## src/hdl/dts_pkg.sv

```systemverilog
`timescale 1ns / 1ps
// ----------------------------------------------------------------------------
// dts_pkg: shared types and constants for the dependency sort block
// Field types, register map and the control bundle broadcast to the cells.
// ----------------------------------------------------------------------------
package dts_pkg;

    // Graph size and field widths
    localparam int MAX_NODES = 32;
    localparam int IDX_W     = 5;
    localparam int CNT_W     = 6;

    // Register map (index = byte address / 4)
    localparam int          PADDR_W        = 3;
    localparam logic        REG_NODE_COUNT = 1'b0;
    localparam logic [CNT_W-1:0] NODE_COUNT_RESET = CNT_W'(32);

    // Input transfer
    typedef struct packed {
        logic [IDX_W-1:0] node_index;
        logic [IDX_W-1:0] dependency_index;
        logic             has_edge;
        logic             last_edge;
    } in_item_t;

    // Output transfer
    typedef struct packed {
        logic [IDX_W-1:0] ordered_node;
        logic             cycle_error;
        logic             last_result;
    } out_item_t;

    // Control broadcast from the sequencer to every cell
    typedef struct packed {
        logic                 wr_en;
        logic [IDX_W-1:0]     wr_node;
        logic [IDX_W-1:0]     wr_dep;
        logic                 remove_en;
        logic                 clear;
        logic [MAX_NODES-1:0] active;
        logic [MAX_NODES-1:0] removed;
    } cell_ctrl_t;

endpackage

```

## src/hdl/dts_cell.sv

```systemverilog
`timescale 1ns / 1ps
// ----------------------------------------------------------------------------
// dts_cell: one node of the sort chain
// Holds the node's dependency row and removed flag, decides readiness and
// passes the "already taken" token on to the next higher node.
// ----------------------------------------------------------------------------
module dts_cell
    import dts_pkg::*;
(
    input  logic             clk,
    input  logic             rst_n,
    input  logic [IDX_W-1:0] cell_index,
    input  cell_ctrl_t       ctrl,
    input  logic             taken_in,
    output logic             taken_out,
    output logic             pick,
    output logic             removed
);

    logic [MAX_NODES-1:0] row_reg, row_next;
    logic                 removed_reg, removed_next;
    logic                 eligible;

    // Ready: active, not removed, every live dependency already removed
    assign eligible = ctrl.active[cell_index] && !removed_reg
                      && ((row_reg & ctrl.active & ~ctrl.removed) == '0);

    // Lowest ready node wins: lower cells pass the token up
    assign pick      = eligible && !taken_in;
    assign taken_out = taken_in || eligible;
    assign removed   = removed_reg;

    // Row and flag update
    always_comb
    begin
        row_next     = row_reg;
        removed_next = removed_reg;
        if (ctrl.clear)
        begin
            row_next     = '0;
            removed_next = 1'b0;
        end
        else
        begin
            if (ctrl.wr_en && (ctrl.wr_node == cell_index))
                row_next[ctrl.wr_dep] = 1'b1;
            if (ctrl.remove_en && pick)
                removed_next = 1'b1;
        end
    end

    always_ff @(posedge clk or negedge rst_n)
    begin
        if (!rst_n)
        begin
            row_reg     <= '0;
            removed_reg <= 1'b0;
        end
        else
        begin
            row_reg     <= row_next;
            removed_reg <= removed_next;
        end
    end

endmodule

```

## src/hdl/dependency_topological_sort_top.sv

```systemverilog
`timescale 1ns / 1ps
// ----------------------------------------------------------------------------
// dependency_topological_sort_top: Kahn ordering over a row of node cells
// Loads dependency edges, then emits the nodes in dependency order.
// ----------------------------------------------------------------------------
// Edges are taken one per cycle into a chain of 32 cells, one per node, each
// holding its dependency row. The transfer marked last_edge starts the sort;
// from then on the block emits one result per cycle while the output is
// taken (node_count, clamped to 1..32, or up to that many ending in a cycle
// error result), the lowest ready node found by a token rippling up the cell
// chain combinationally. No input is accepted during the sort. The matrix is
// cleared in the same cycle as the final result, so the next graph can be
// loaded immediately, even while that result still waits in the output
// register. Write node_count (register 0) only while idle; not enforced.
// ----------------------------------------------------------------------------
module dependency_topological_sort_top
    import dts_pkg::*;
(
    input  logic               clk,
    input  logic               rst_n,
    // Edge input
    input  logic               in_valid,
    output logic               in_ready,
    input  in_item_t           in_data,
    // Ordered output
    output logic               out_valid,
    input  logic               out_ready,
    output out_item_t          out_data,
    // Register port
    input  logic               psel,
    input  logic               penable,
    input  logic               pwrite,
    input  logic [PADDR_W-1:0] paddr,
    input  logic [31:0]        pwdata,
    output logic [31:0]        prdata,
    output logic               pready
);

    typedef enum logic [1:0] {
        ST_LOAD = 2'b01,
        ST_SORT = 2'b10
    } state_t;

    state_t               state_reg, state_next;
    logic [CNT_W-1:0]     node_count_reg;
    logic [CNT_W-1:0]     emitted_reg, emitted_next;
    logic                 out_valid_reg, out_valid_next;
    out_item_t            out_data_reg, out_data_next;
    logic [CNT_W-1:0]     eff_count;
    cell_ctrl_t           ctrl;
    logic [MAX_NODES:0]   taken;
    logic [MAX_NODES-1:0] pick_vec;
    logic [MAX_NODES-1:0] removed_vec;
    logic [IDX_W-1:0]     pick_idx;
    logic                 in_xfer;
    logic                 can_emit;
    logic                 found;
    logic                 final_node;

    // Register port
    assign pready = 1'b1;

    always_ff @(posedge clk or negedge rst_n)
    begin
        if (!rst_n)
            node_count_reg <= NODE_COUNT_RESET;
        else if (psel && penable && pwrite && (paddr[2] == REG_NODE_COUNT))
            node_count_reg <= pwdata[CNT_W-1:0];
    end

    always_comb
    begin
        prdata = '0;
        if (paddr[2] == REG_NODE_COUNT)
            prdata = {{(32-CNT_W){1'b0}}, node_count_reg};
    end

    // Effective node count, clamped to 1..MAX_NODES
    always_comb
    begin
        priority if (node_count_reg == '0)
            eff_count = CNT_W'(1);
        else if (node_count_reg > CNT_W'(MAX_NODES))
            eff_count = CNT_W'(MAX_NODES);
        else
            eff_count = node_count_reg;
    end

    // Handshakes
    assign in_ready = (state_reg == ST_LOAD);
    assign in_xfer  = in_valid && in_ready;
    assign can_emit = !out_valid_reg || out_ready;
    assign found    = taken[MAX_NODES];

    // Winner index from the one-hot pick vector
    always_comb
    begin
        pick_idx = '0;
        for (int i = 0; i < MAX_NODES; i++)
            if (pick_vec[i])
                pick_idx = pick_idx | IDX_W'(i);
    end

    assign final_node = ((emitted_reg + CNT_W'(1)) == eff_count);

    // Sequencer
    always_comb
    begin
        state_next     = state_reg;
        emitted_next   = emitted_reg;
        out_valid_next = out_valid_reg;
        out_data_next  = out_data_reg;

        ctrl.wr_en     = in_xfer && in_data.has_edge
                         && ({1'b0, in_data.node_index} < CNT_W'(MAX_NODES))
                         && ({1'b0, in_data.dependency_index} < CNT_W'(MAX_NODES));
        ctrl.wr_node   = in_data.node_index;
        ctrl.wr_dep    = in_data.dependency_index;
        ctrl.remove_en = 1'b0;
        ctrl.clear     = 1'b0;
        ctrl.removed   = removed_vec;
        for (int i = 0; i < MAX_NODES; i++)
            ctrl.active[i] = (CNT_W'(i) < eff_count);

        if (out_valid_reg && out_ready)
            out_valid_next = 1'b0;

        unique case (state_reg)
            ST_LOAD:
            begin
                if (in_xfer && in_data.last_edge)
                    state_next = ST_SORT;
            end
            ST_SORT:
            begin
                if (can_emit)
                begin
                    out_valid_next = 1'b1;
                    if (found)
                    begin
                        ctrl.remove_en             = 1'b1;
                        emitted_next               = emitted_reg + CNT_W'(1);
                        out_data_next.ordered_node = pick_idx;
                        out_data_next.cycle_error  = 1'b0;
                        out_data_next.last_result  = final_node;
                        if (final_node)
                        begin
                            ctrl.clear   = 1'b1;
                            emitted_next = '0;
                            state_next   = ST_LOAD;
                        end
                    end
                    else
                    begin
                        // No ready node: circular dependency
                        out_data_next.ordered_node = '0;
                        out_data_next.cycle_error  = 1'b1;
                        out_data_next.last_result  = 1'b1;
                        ctrl.clear                 = 1'b1;
                        emitted_next               = '0;
                        state_next                 = ST_LOAD;
                    end
                end
            end
            default:
            begin
                state_next = ST_LOAD;
            end
        endcase
    end

    always_ff @(posedge clk or negedge rst_n)
    begin
        if (!rst_n)
        begin
            state_reg     <= ST_LOAD;
            emitted_reg   <= '0;
            out_valid_reg <= 1'b0;
        end
        else
        begin
            state_reg     <= state_next;
            emitted_reg   <= emitted_next;
            out_valid_reg <= out_valid_next;
        end
    end

    // Output payload, no reset needed
    always_ff @(posedge clk)
    begin
        out_data_reg <= out_data_next;
    end

    assign out_valid = out_valid_reg;
    assign out_data  = out_data_reg;

    // Cell chain
    assign taken[0] = 1'b0;

    for (genvar g = 0; g < MAX_NODES; g++)
    begin : g_cell
        dts_cell u_cell (
            .clk        (clk),
            .rst_n      (rst_n),
            .cell_index (IDX_W'(g)),
            .ctrl       (ctrl),
            .taken_in   (taken[g]),
            .taken_out  (taken[g+1]),
            .pick       (pick_vec[g]),
            .removed    (removed_vec[g])
        );
    end

endmodule

```

## config.mk

```make
export PLATFORM = sky130hd
export DESIGN_NAME = dependency_topological_sort_top
export DESIGN_NICKNAME = d
export VERILOG_FILES = /design/src/hdl/dts_pkg.sv /design/src/hdl/dts_cell.sv /design/src/hdl/dependency_topological_sort_top.sv
export SDC_FILE = /design/constraint.sdc
export NUM_CORES = 2
export LEC_CHECK = 0
export ABC_CLOCK_PERIOD_IN_PS = 9100
export BUFFER_PORTS_ARGS = -buffer_cell sky130_fd_sc_hd__buf_2
export CAP_MARGIN = 20
export CORE_MARGIN = 5
export CORE_UTILIZATION = 65
export DETAILED_ROUTE_END_ITERATION = 6
export PLACE_DENSITY_LB_ADDON = 0.25
export REMOVE_ABC_BUFFERS = 1
export SYNTH_ARGS = -nofsm -noshare
export SYNTH_HDL_FRONTEND = slang
export SYNTH_SLANG_ARGS = --single-unit
```

## constraint.sdc

```tcl
create_clock -name clk -period 9.1 [get_ports clk]
set_input_delay 1.82 -clock clk [delete_from_list [all_inputs] [get_ports clk]]
set_output_delay 1.82 -clock clk [all_outputs]
set_load 0.02 [all_outputs]
```

==> flow_metrics.env <==
export IMPL_ys_ff_latch=1078
export IMPL_p_leak_nw=25.9
export IMPL_p_switching_mw=4.10
export IMPL_drtIter0Drc=7641
export IMPL_fillCellCount=5188
export IMPL_synth_cell_types=89
export IMPL_max_slew_margin=0.159
export IMPL_final_cells=5933
export IMPL_synth_top_cell_area_share=0.562
export IMPL_cts_root_buffer="clkbuf_16"
export IMPL_fin_crit_ps=7000
export IMPL_start_util=0.654
export IMPL_grt_pass1_vias=40700
export IMPL_dp_hpwl_mm=104
export IMPL_vias=42700
export IMPL_critical_path_class="reg -> reg"
export IMPL_maxSlewViolCount=0
export IMPL_p_int_mw=8.26
export IMPL_grt_max_degree=178
export IMPL_syn2layout_area_growth_pct=11.0
export IMPL_tns_ps=0
export IMPL_h_tree_depth=3
export IMPL_yosysWarnings=0
export IMPL_fin_nets=4930
export IMPL_chipHeight_um=281
export IMPL_vias_per_cell=7.20
export IMPL_skew_ps=21.7
export IMPL_fmax_ghz=0.143
export IMPL_r2r_slack_ps=2100
export IMPL_synth_seq_area_share=0.567
export IMPL_largest_register_ffs=1024
export IMPL_drive_gt1_frac=0.107
export IMPL_hold_viol_final=0
export IMPL_rr_endpoint="g_cell[31].u_cell.row_reg[20]"
export IMPL_setup_worst_path_start_class="register"
export IMPL_worst_pin_slew_ps=1230
export IMPL_crit_end="g_cell[31].u_cell.row_reg[20]"
export IMPL_globalplace_congestion=1.02
export IMPL_cts_hold_fix_buffers=0
export IMPL_power_total_mw=12.4
export IMPL_die_x_um=281
export IMPL_drt_total_wl_mm=180
export IMPL_seqPwrFrac=0.408
export IMPL_rr_worst_depth=15
export IMPL_synth_edf_count=7
export IMPL_clock_path_buffers=3
export IMPL_clk_pin_slew_worst_paths_ps=60
export IMPL_drtAntennaViolNets=0
export IMPL_grt_total_usage=0.450
export IMPL_coreArea_mm2=0.0728
export IMPL_wire_per_inst_um=30.4
export IMPL_cts_buffers=108
export IMPL_swShare=0.332
export IMPL_hp_class="reg -> reg"
export IMPL_worst_slack_ps=2100
export IMPL_cts_setup_buffers=0
export IMPL_cellPowerDensity_mw_per_mm2=234
export IMPL_drt_pass1_iter_count=7
export IMPL_dp_cells=5715
export IMPL_dp_slack_ps=2420
export IMPL_grt_pass1_wl_mm=263
export IMPL_p_clk_frac=0.390
export IMPL_io_buffers=40
export IMPL_pwr_share_comb=0.202
export IMPL_period_share=0.770
export IMPL_overflow=0
export IMPL_violations="design-rule violations"
export IMPL_synth_area_mm2=0.0476
export IMPL_status="complete, but fails checks"
export IMPL_crit_arrival_ps=7550
export IMPL_peakVddDrop_mv=0.208
export IMPL_rr_startpoint="node_count_reg[2]"
export IMPL_synthCells=5007
export IMPL_hold_slack_ps=486
export IMPL_synth_ff_type="dfrtp_1"
export IMPL_maxCapViolations=0
export IMPL_cts_sinks=1078
export IMPL_crit_path_start="node_count_reg[2]"
export IMPL_rows=99
export IMPL_cts_resized=0
export IMPL_crit_fanout=113
export IMPL_drc=3
export IMPL_avgSynthCellArea_um2=9.51
export IMPL_yosys_area_top_type="dfrtp_1"
export IMPL_endpoint_kind="register"
export IMPL_cts_tree="built"
export IMPL_io_pins=96
export IMPL_dieArea_mm2=0.0788
export IMPL_clk_latency_ps=690
export IMPL_synthTopCellsByArea="dfrtp_1 56%, a21oi_1 11%, nor2_1 9.1%"
export IMPL_required_ps=9640
export IMPL_grt_setup_unrepaired="no"
export IMPL_synth_async_reset_ratio=0.994
export IMPL_setup_viol=0
export IMPL_grt_antenna_before_repair=14
==> power by group through the flow <==
stage | sequential, mW | clock (mW) | combinational [mW]
6_report | 5.04 | 4.82 | 2.50
3_3_place_gp | 5.11 | 0 | 2.27
2_1_floorplan | 5.12 | 0 | 0.858
3_5_place_dp | 5.12 | 0 | 2.28
5_1_grt | 5.04 | 5.02 | 2.44
4_1_cts | 5.03 | 4.81 | 2.29
==> final cells by class <==
class | count | area (um^2) | area share
multi-input combinational | 3397 | 18700 | 0.353
inverter | 69 | 259 | 0.00490
tap | 959 | 1200 | 0.0227
timing repair buffer | 221 | 1820 | 0.0344
clock inverter | 45 | 619 | 0.0117
antenna | 7 | 17.5 | 0.000332
clock buffer | 157 | 3250 | 0.0615
sequential | 1078 | 27000 | 0.511
==> cell families after synthesis <==
group,count (synthesis),synth area share
AO/OA/AOI/OAI,1659,0.215
XOR/XNOR,8,0.00147
adder cells (fa/ha/maj),1,0.000263
buffers and inverters,557,0.0531
flip-flops,1078,0.567
multiplexers,6,0.00142
other,2,0.000158
AND/OR/NAND/NOR,1696,0.161
==> per-stage QoR <==
stage	util	instance area (um^2)
2_1_floorplan	-	45400
3_3_place_gp	0.670	48800
3_5_place_dp	0.671	48800
4_1_cts	0.724	52700
5_1_grt	0.725	52800
6_report	0.725	52800
==> worst max-delay path: stages (launching register included) <==
cell	delay (ps)
dfrtp_1	1060
buf_4	380
a31oi_1	110
buf_4	250
nor2_2	720
buf_4	370
a22oi_1	90
and4_1	320
nor4bb_1	210
or3_1	430
or4_1	560
or3_1	480
o21ai_4	350
and2_4	810
buf_12	440
nor2_1	110
==> layer usage <==
layer  vias up  wire length (um)  GRT usage
li1      17400                 -          -
met1     20600             60700      0.595
met2      3729             73000      0.615
met3       972             30300      0.175
met4        20             16300      0.306
met5         -               123          0
==> placed cells by master, fill, tap and decap left out, types with 9 or more instances in the layout <==
master,instances
nor2_1,1091
a21oi_1,1086
dfrtp_1,1069
a22oi_1,161
buf_4,154
clkbuf_16,111
nand2_1,102
nand3_1,67
inv_1,67
nand2b_1,62
a22o_1,60
a222oi_1,52
a2111oi_0,50
nand4_1,47
nor3b_1,47
a211oi_1,42
a221oi_1,41
buf_2,40
nor2_2,39
and3_1,36
clkbuf_8,30
nor2b_1,28
nor4_1,28
conb_1,27
nor2_4,25
and4_1,23
o211a_1,22
clkinv_2,21
a31oi_1,18
a2111o_1,17
nor3_1,17
clkbuf_1,16
buf_12,16
o21ai_0,14
bufinv_16,14
nor3_2,10
or3_1,10
a221o_1,10
or4_1,9
==> synthesized netlist by cell type, types with 8 or more instances <==
cell and instances:
nor2_1 1153, a21oi_1 1089, dfrtp_1 1069, clkbuf_1 274
a22oi_1 161, buf_2 150, nand2_1 102, inv_1 68
nand3_1 67, nand2b_1 62, a22o_1 60, a2111oi_0 52
a222oi_1 52, nand4_1 47, nor3b_1 47, a211oi_1 43
a221oi_1 41, buf_4 40, and3_1 36, nor2b_1 28
nor4_1 28, nor3_1 27, and4_1 23, o211a_1 22
a31oi_1 18, a2111o_1 17, o21ai_0 14, buf_6 13
buf_1 11, a221o_1 10, or3_1 10, or4_1 9
a21oi_2 8
==> how the worst min path moves through the flow <==
| stage | from | cells after the start | to |
|---|---|---|---|
| floorplan | g_cell[20].u_cell.removed | 2 | g_cell[20].u_cell.removed |
| global placement | g_cell[16].u_cell.row_reg[3] | 2 | g_cell[16].u_cell.row_reg[3] |
| finish | g_cell[8].u_cell.row_reg[7] | 2 | g_cell[8].u_cell.row_reg[7] |
| detailed placement | g_cell[18].u_cell.row_reg[11] | 2 | g_cell[18].u_cell.row_reg[11] |
| global route | g_cell[18].u_cell.row_reg[11] | 2 | g_cell[18].u_cell.row_reg[11] |
| CTS | g_cell[18].u_cell.row_reg[11] | 2 | g_cell[18].u_cell.row_reg[11] |
No activity file was read; power rests on OpenSTA's default activity.
